File: src/hdl/wmas_pkg.sv
// shared widths, reset values and the per-device entry layout
package wmas_pkg;

    localparam int DEV_W  = 3;
    localparam int ERR_W  = 64;
    localparam int DLY_W  = 32;
    localparam int SUM_W  = 64;
    localparam int CNT_W  = 32;
    localparam int TIME_W = 32;
    localparam int WIN_W  = 16;

    localparam int DEVICES_DEFAULT = 8;
    localparam logic [WIN_W-1:0] WINDOW_MS_RESET = 16'd1000;

    typedef struct packed {
        logic [ERR_W-1:0]  base;
        logic [TIME_W-1:0] last_pub;
        logic [CNT_W-1:0]  count;
        logic [SUM_W-1:0]  err_sum;
        logic [ERR_W-1:0]  err_low;
        logic [ERR_W-1:0]  err_high;
        logic [SUM_W-1:0]  dly_sum;
        logic [DLY_W-1:0]  dly_low;
        logic [DLY_W-1:0]  dly_high;
    } entry_t;

endpackage

File: src/hdl/wmas_div.sv
// shared-control restoring divider: two 64-bit sums by one 32-bit sample count
module wmas_div (
    input  logic                          clk,
    input  logic                          rst_n,
    input  logic                          start,
    input  logic [wmas_pkg::SUM_W-1:0]    num_err,
    input  logic [wmas_pkg::SUM_W-1:0]    num_dly,
    input  logic [wmas_pkg::CNT_W-1:0]    den,
    output logic                          done,
    output logic [wmas_pkg::SUM_W-1:0]    quo_err,
    output logic [wmas_pkg::SUM_W-1:0]    quo_dly
);

    localparam int SW = wmas_pkg::SUM_W;
    localparam int CW = wmas_pkg::CNT_W;
    localparam int STEP_W = $clog2(SW);
    localparam logic [STEP_W-1:0] LAST_STEP = STEP_W'(SW - 1);

    logic              run_reg;
    logic              done_reg;
    logic [STEP_W-1:0] step_reg;
    logic [SW-1:0]     err_q_reg;
    logic [SW-1:0]     dly_q_reg;
    logic [CW-1:0]     err_r_reg;
    logic [CW-1:0]     dly_r_reg;
    logic [CW-1:0]     den_reg;

    logic [CW:0]   err_trial;
    logic [CW:0]   dly_trial;
    logic [CW:0]   err_diff;
    logic [CW:0]   dly_diff;
    logic          err_ge;
    logic          dly_ge;
    logic [CW-1:0] err_r_next;
    logic [CW-1:0] dly_r_next;

    // one quotient bit per cycle; the dividend register fills with quotient bits
    always_comb
    begin
        err_trial  = {err_r_reg, err_q_reg[SW-1]};
        dly_trial  = {dly_r_reg, dly_q_reg[SW-1]};
        err_diff   = err_trial - {1'b0, den_reg};
        dly_diff   = dly_trial - {1'b0, den_reg};
        err_ge     = err_trial >= {1'b0, den_reg};
        dly_ge     = dly_trial >= {1'b0, den_reg};
        err_r_next = err_ge ? err_diff[CW-1:0] : err_trial[CW-1:0];
        dly_r_next = dly_ge ? dly_diff[CW-1:0] : dly_trial[CW-1:0];
    end

    always_ff @(posedge clk or negedge rst_n)
    begin
        if (!rst_n)
        begin
            run_reg  <= 1'b0;
            done_reg <= 1'b0;
            step_reg <= '0;
        end
        else
        begin
            done_reg <= 1'b0;
            if (start)
            begin
                run_reg  <= 1'b1;
                step_reg <= '0;
            end
            else if (run_reg)
            begin
                step_reg <= step_reg + 1'b1;
                if (step_reg == LAST_STEP)
                begin
                    run_reg  <= 1'b0;
                    done_reg <= 1'b1;
                end
            end
        end
    end

    always_ff @(posedge clk)
    begin
        if (start)
        begin
            err_q_reg <= num_err;
            dly_q_reg <= num_dly;
            err_r_reg <= '0;
            dly_r_reg <= '0;
            den_reg   <= den;
        end
        else if (run_reg)
        begin
            err_q_reg <= {err_q_reg[SW-2:0], err_ge};
            dly_q_reg <= {dly_q_reg[SW-2:0], dly_ge};
            err_r_reg <= err_r_next;
            dly_r_reg <= dly_r_next;
        end
    end

    assign done    = done_reg;
    assign quo_err = err_q_reg;
    assign quo_dly = dly_q_reg;

endmodule

File: config.mk
export PLATFORM = sky130hd
export DESIGN_NAME = wmas_div
export DESIGN_NICKNAME = d
export VERILOG_FILES = /design/src/hdl/wmas_pkg.sv /design/src/hdl/wmas_div.sv
export SDC_FILE = /design/constraint.sdc
export NUM_CORES = 1
export LEC_CHECK = 0
export BUFFER_PORTS_ARGS = -buffer_cell sky130_fd_sc_hd__buf_2
export CORE_ASPECT_RATIO = 1.1
export CORE_MARGIN = 4
export CORE_UTILIZATION = 35
export CTS_CLUSTER_SIZE = 16
export DETAILED_ROUTE_END_ITERATION = 10
export PLACE_DENSITY = 0.55
export SLEW_MARGIN = 30
export SYNTH_ARGS = -nofsm -noshare
export SYNTH_HDL_FRONTEND = slang
export SYNTH_SLANG_ARGS = --single-unit
export TNS_END_PERCENT = 100
File: constraint.sdc
create_clock -name clk -period 9.98 [get_ports clk]
set_input_delay 2.495 -clock clk [delete_from_list [all_inputs] [get_ports clk]]
set_output_delay 2.495 -clock clk [all_outputs]
set_load 0.01 [all_outputs]
Yosys cells after proc, flatten, opt, wreduce, memory -nomap -nowiden. Cells that the tools add are included.

Equal/unequal tests: 1. Reductions and logical operators: 1. Add/sub/neg operators: 3. $lt $le $gt $ge: 2. Mux-type cells: 14.

Operators by type and width (count): $mux W64 (4); $ge A33 B32 Y1 (2); $mux W32 (2); $sub A32 B32 Y32 (2); $mux W6 (2); $add A6 B1 Y6 const B (1); $eq A6 B6 Y1 const B (1); $mux W1 (6); $reduce_bool A2 Y1 (1).

Flip-flop bits (word level): 232. Bits of input ports: 163. Output and inout port bits: 129. Word-level logic and storage cells: 29.

Longest topological paths before layout. Gate-level depths: netlist (run 1).

Depth in word-level cells: 4. Mapped depth: 14. Gate-level depth less buffers: 12.

Worst setup path after synthesis (run 1). OpenSTA, ideal clock, no wires.

Path type: input to register. Start point: input start. End point: register dly_r_reg[2]. Stages: 4. Buffers on the path: 1. Library setup time: 257 ps. Path slack: 4247 ps. Data arrival time: 5476 ps. Required time: 9723 ps. Cells stage by stage: nor2_1 > clkbuf_1 > inv_1 > o221ai_1.

RTL lines: start: declaration (line wmas_div.sv:5) `input logic start,`; end signal: assignment (line wmas_div.sv:93) `dly_r_reg <= dly_r_next;`; end: declaration (line wmas_div.sv:25) `logic [CW-1:0] dly_r_reg;`.

Worst setup path in the final report (run 1).
Start point: input start. End point: register dly_q_reg[34] (netlist: quo_dly[34]), enable pin.

Cells in the longest elaborated chain, start to end: 1.

RTL lines: $reduce_bool A2 Y1 (no source line); end signal: assignment (line wmas_div.sv:83) `dly_q_reg <= num_dly;`; end signal: assignment (line wmas_div.sv:91) `dly_q_reg <= {dly_q_reg[SW-2:0], dly_ge};`; end: declaration (line wmas_div.sv:23) `logic [SW-1:0] dly_q_reg;`.

No other way between the ends. A chain may end at the register's enable or synchronous reset.

==> impl_metrics.tcl, run 1 <==
set metrics [dict create \
    status "completed" \
    endpoint_kind "flop" \
    vias 10237 \
    period_share 0.497 \
    tightest_slew_ns 0.834 \
    antenna_found_initial 14 \
    synth_top_area_share 0.369 \
    cp.arrival_ns 5.19 \
    synthCells 1163 \
    relSlewSlack 0.430 \
    post-route-drc-count 0 \
    dpl_cell_area_um2 14900 \
    initial_utilization 0.357 \
    synthTopCellsByCount "edfxtp_1, mux2_2, nor2_1" \
    port_buffers 291 \
    syn-cell-area_um2 13000 \
    synth_warnings 0 \
    ioPinCount 292 \
    clockBufferDepth 3 \
    vias_per_cell 5.26 \
    yosysMostFrequentCell "edfxtp_1" \
    period_needed_ns 4.96 \
    cts_tree "built" \
    synthFlopType "edfxtp_1" \
    syn_nets 1393 \
    nFillCells 3499 \
    place_congestion 0.843 \
    grt_first_pass_wirelength_um 60600 \
    post-cts-setup-buffer-count 0 \
    die_area_um2 40300 \
    worst_ir_drop_vdd_mv 0.143 \
    synth_area_leader_cell "edfxtp_1" \
    ys_top_cells_by_area "edfxtp_1, mux2_2, dfxtp_1" \
    fmax_ghz 0.202 \
    async_flop_share 0.0345 \
    hp-class "flop to flop" \
    avgRoutedWirePerCell_um 20.3 \
    synth_cell_type_count 88 \
    cts_buffers 28 \
    worst-endpoint-required_ns 10.22 \
    cts_num_sinks 232 \
    grt_max_degree 101 \
    report.final.slew_viol_count 0 \
    final-setup-viol-count 0 \
    routed_wl_um 39500 \
    fp.coreArea_um2 36400 \
    grt_pass1_vias 10441 \
    dr.pass1.iters 5 \
    area_growth_pct 21.9 \
    start_kind "input port" \
    synth-seq-cells 232 \
    hold_viol 0 \
    final_cell_area_um2 15900 \
    ant_nets 0 \
    critical_path.max_fanout 100 \
    layout.nets 1665 \
    final.setup_skew_ns 0.0167 \
    leakage_uw 0.00676 \
    drive_gt1_frac 0.344 \
    globalRouteOverflowTotal 0 \
    hpwl_um 28800 \
    die_y_um 210 \
    cts_root_buffer "clkbuf_16" \
    power_density_nw_per_um2 196 \
    fp-row-count 73 \
    yosysSeqAreaShare 0.483 \
    die_w_um 192 \
    cts.clk_slew.worst_paths_ns 0.06 \
    htreeDepth 1 \
    cts.repair.resized 0 \
    first_iter_violations 527 \
    fin_tns_setup_ns 0 \
    synth_edf_count 160 \
    grt_setup_unrepaired "false" \
    max_cap_violations 0 \
    avgSynthCellArea_um2 11.2 \
    critPathKind "input port to flop" \
    cts_hold_buffers 0 \
    clk_latency_ns 0.56 \
    track_usage 0.191 \
]
==> layer usage <==
metal	vias to the layer above	wire (um)	global-route usage
li1	4949	-	-
met1	4872	16300	0.237
met2	315	18700	0.316
met3	81	3360	0.0669
met4	20	1030	0.0567
met5	-	127	0
==> power breakdown <==
part           leakage [uW]  internal (uW)  switching, uW
logic               0.00402            356            498
registers           0.00229           1150           78.5
clock network      0.000451            602            423
total               0.00676           2110            999
==> placed cells by master, fill, tap and decap left out, types with 43 or more instances in the layout <==
| master | count |
|---|---|
| nand2_1 | 71 |
| buf_2 | 290 |
| a21oi_1 | 50 |
| inv_1 | 48 |
| dfxtp_1 | 64 |
| edfxtp_1 | 160 |
| mux2_2 | 128 |
| o21ai_0 | 43 |
| ha_1 | 65 |
| nor2_1 | 78 |
==> worst max-delay path: stages <==
cell and delay, ns:
clkbuf_8 0.59, buf_4 0.70, nor2_2 0.13, inv_6 0.41
buf_4 0.40, buf_16 0.30
==> logic make-up (layout without fill, tap and decap cells) <==
group,Yosys count,count (layout),synth area share
AOI/OAI and AO/OA,266,266,0.147
and+or+nand+nor,289,289,0.109
other,0,3,0
adders and majority gates,67,67,0.0656
xor gates and xnor gates,49,49,0.0330
muxes,149,149,0.127
buffers and inverters,111,405,0.0347
DFF,232,232,0.483
==> cell type report <==
class	count	area, um^2	area share
antenna	3	7.51	0.000473
clock buffer	30	729	0.0460
clock inverter	22	179	0.0113
inverter	50	193	0.0122
multi-input combinational	820	6270	0.396
sequential	232	6290	0.397
tap	487	609	0.0384
timing repair buffer	303	1580	0.0994
==> per-stage QoR <==
step | hold WS (ns) | power (uW) | std cells | setup slack (ns) | utilization
after floorplan | 0.451 | 1820 | 1163 | 4.25 | -
after global placement | 0.465 | 2090 | 1891 | 4.19 | 0.409
after detailed placement | 0.477 | 2100 | 1891 | 4.19 | 0.409
after CTS | 0.485 | 3140 | 1943 | 4.80 | 0.434
after global routing | 0.519 | 3290 | 1946 | 4.82 | 0.435
final | 0.481 | 3110 | 1947 | 5.02 | 0.435
==> worst paths after layout <==
path	start	endpoint	slack, ns	cells past startpoint
setup / recovery	start	quo_dly[34]$_DFFE_PP_	5.02	6
hold / removal	err_r_reg[7]$_SDFFE_PP0P_	err_r_reg[7]$_SDFFE_PP0P_	0.48	2
setup reg to reg	den_reg[1]$_DFFE_PP_	err_r_reg[27]$_SDFFE_PP0P_	6.44	11
hold reg to reg	err_r_reg[7]$_SDFFE_PP0P_	err_r_reg[7]$_SDFFE_PP0P_	0.48	2
max in group asynchronous	rst_n	run_reg$_DFF_PN0_	8.01	1
min in group asynchronous	rst_n	run_reg$_DFF_PN0_	1.78	1
Power figures use the tool's default switching activity.
==> run 2: changes to the inputs <==
--- a/config.mk
+++ b/config.mk
@@ -5,13 +5,14 @@
 export SDC_FILE = /design/constraint.sdc
 export NUM_CORES = 1
 export LEC_CHECK = 0
+export ABC_AREA = 1
 export BUFFER_PORTS_ARGS = -buffer_cell sky130_fd_sc_hd__buf_2
 export CORE_ASPECT_RATIO = 1.1
 export CORE_MARGIN = 4
 export CORE_UTILIZATION = 35
 export CTS_CLUSTER_SIZE = 16
 export DETAILED_ROUTE_END_ITERATION = 10
-export PLACE_DENSITY = 0.55
+export PLACE_DENSITY = 0.56
 export SLEW_MARGIN = 30
 export SYNTH_ARGS = -nofsm -noshare
 export SYNTH_HDL_FRONTEND = slang
==> constraint.sdc (replaced) <==
create_clock -name clk -period 4.3 [get_ports clk]
set_input_delay 1.075 -clock clk [delete_from_list [all_inputs] [get_ports clk]]
set_output_delay 1.075 -clock clk [all_outputs]
set_load 0.01 [all_outputs]
==> impl_metrics.tcl, run 2 <==
set metrics [dict create \
    yosysSeqAreaShare 0.420 \
    syn_nets 2327 \
    die_w_um 205 \
    final.setup_skew_ns 0.0108 \
    ys_top_cells_by_area "edfxtp_1, nand2_1, dfxtp_1" \
    clk_latency_ns 0.56 \
    finalNonFillerCells 2960 \
    synth_fa_ha_area_frac 0.0570 \
    slowest_delay_ns 0.53 \
    cts_num_sinks 232 \
    async_flop_share 0.0345 \
    grt_setup_unrepaired "false" \
    syn-cell-area_um2 15000 \
    synth_compound_area_frac 0.0311 \
    post-cts-setup-buffer-count 0 \
    synth_xor_xnor_area_share 0.0164 \
    antenna_found_initial 9 \
    avgSynthCellArea_um2 7.14 \
    synth_cell_type_count 42 \
    placedCellCount 2905 \
    track_usage 0.200 \
    endpoint_kind "flop" \
    multiInputGateArea_um2 7280 \
    grt_first_pass_wirelength_um 74000 \
    crit_slowest_cell "a21oi_4" \
    synth_edf_count 160 \
    cts_root_buffer "clkbuf_16" \
    max_cap_violations 0 \
    area_growth_pct 19.6 \
    first_iter_violations 976 \
    cts.repair.resized 0 \
    layout.nets 2599 \
    cts_buffers 29 \
    critical_path.max_fanout 32 \
    synthCells 2097 \
    clockBufferDepth 3 \
    ioPinCount 292 \
    port_buffers 291 \
    hp-class "input port to asynchronous set/reset pin" \
    ant_nets 0 \
    critPathKind "flop to flop" \
    drive_gt1_frac 0.167 \
    hold-worst-slack_ns 0.347 \
    power_density_nw_per_um2 429 \
    start_kind "flop" \
    cp_num_buf_inv 1 \
    die_y_um 225 \
    post-route-drc-count 0 \
    globalRouteOverflowTotal 0 \
    synth-simple-area-share 0.381 \
    report.final.slew_viol_count 0 \
    hold_viol 0 \
    avgRoutedWirePerCell_um 15.8 \
    routed_wl_um 46900 \
    crit_chain "inv_1 > ha_1 > nand2_1 > nor2_1 > nand2_1 > nor2_1 > nand2_1 > nand3_2 > a21oi_4 > nand2_4 > nand2_1 > nand3_1 > nand2_1" \
    vias_per_cell 4.69 \
    synth_top_family_by_area "simple AND/OR/NAND/NOR gates" \
    vias 13892 \
    worst_ir_drop_vdd_mv 0.288 \
    hpwl_um 36000 \
    htreeDepth 1 \
    dr.pass1.iters 7 \
    grt_max_degree 144 \
    layout_commonest_cell "nand2_1" \
    synth_warnings 0 \
    synth_mux_area_frac 0 \
    cts.clk_slew.worst_paths_ns 0.06 \
    worst-endpoint-required_ns 4.80 \
    critPathMostFrequentCell "nand2_1" \
    grt_pass1_vias 13966 \
    cts_hold_buffers 0 \
    fin_tns_setup_ns 0 \
    crit_path_start "den_reg[29]$_DFFE_PP_" \
    initial_utilization 0.354 \
    tightest_slew_ns 0.825 \
    synth_area_leader_cell "edfxtp_1" \
    relSlewSlack 0.450 \
    r2r_start "den_reg[29]$_DFFE_PP_" \
    period_share 0.661 \
    seqCellArea_um2 6290 \
    fp-row-count 79 \
    fp.coreArea_um2 42300 \
    fmax_ghz 0.352 \
    synth-seq-cells 232 \
    synthFlopType "edfxtp_1" \
    period_needed_ns 2.84 \
    leakage_uw 0.00963 \
    place_congestion 0.962 \
    cp.arrival_ns 3.34 \
    synthTopCellsByCount "nand2_1, inv_1, edfxtp_1" \
    yosysMostFrequentCell "nand2_1" \
    die_area_um2 46100 \
    path_delay_family "simple AND/OR/NAND/NOR gates" \
    final_cell_mix "nand2_1, buf_2, inv_1" \
    status "completed" \
    synth_top_area_share 0.321 \
    nFillCells 4532 \
    cts_tree "built" \
    final-setup-viol-count 0 \
]
## run 2: cell count changes after synthesis, moves of 21 or more
cell	change
xor2_1	-21
nand3b_1	+56
o21ai_0	-26
nand3_1	+101
a211oi_1	-25
mux2_2	-128
a21o_1	-23
nand2_1	+919
mux2i_1	-21
inv_1	+227
## run 2: path summary, 6_finish.rpt
| path | to | slack, ns | depth (start not counted) |
|---|---|---|---|
| hold / removal | step_reg[3]$_DFFE_PN0P_ | 0.35 | 1 |
| max in group asynchronous | step_reg[5]$_DFFE_PN0P_ | 3.79 | 1 |
| setup / recovery | err_r_reg[28]$_SDFFE_PP0P_ | 1.46 | 13 |
| setup reg to reg | err_r_reg[28]$_SDFFE_PP0P_ | 1.46 | 13 |
| hold reg to reg | err_r_reg[12]$_SDFFE_PP0P_ | 0.47 | 2 |
| min in group clk | err_r_reg[12]$_SDFFE_PP0P_ | 0.47 | 2 |
## run 2: layer usage
metal  GRT usage  vias to the layer above  share of wire
met4      0.0638                       10          0.035
met1       0.245                     6273           0.42
met2       0.346                      391           0.48
met3      0.0484                      109          0.068
met5           0                        -         0.0013
li1            -                     7109              -
## run 2: through the flow
step / utilization / setup slack [ns] / instance area (um^2) / total power, uW
after floorplan: - / 0.476 / 15000 / 4590
after global placement: 0.400 / 1.39 / 16900 / 5220
after detailed placement: 0.400 / 1.37 / 16900 / 5230
after CTS: 0.423 / 1.52 / 17900 / 7750
after global routing: 0.423 / 1.24 / 17900 / 8210
final: 0.423 / 1.46 / 17900 / 7680
## run 2: cell families (layout without fill, tap and decap cells)
kind of cell	count (synthesis)	in the layout
AOI/OAI and AO/OA	85	85
xor gates and xnor gates	28	28
adders and majority gates	67	67
buffers and inverters	346	640
DFF	232	232
other	0	2
and+or+nand+nor	1339	1339
## run 2: cell type report
type | instances | share of cell area
multi-input cells | 1519 | 0.407
flip-flops and latches | 232 | 0.351
repair buffers | 301 | 0.0873
inverters | 286 | 0.0604
clock buffers | 46 | 0.0487
well taps | 567 | 0.0396
clock inverters | 7 | 0.00538
diodes | 2 | 0.000280
## run 2: power by group
part / internal, uW / switching, uW / total (uW)
combinational: 858 / 1530 / 2390
sequential: 2660 / 151 / 2810
clock: 1510 / 971 / 2480
total: 5030 / 2650 / 7680
## run 2: worst register-to-register path: cells and delay by family (launching register included)
kind / cells / cell delay, ns
fa+ha+maj: 1 / 0.30
compound gates: 1 / 0.54
simple gates: 10 / 1.45
flops: 1 / 0.36
buf+inv: 1 / 0.14
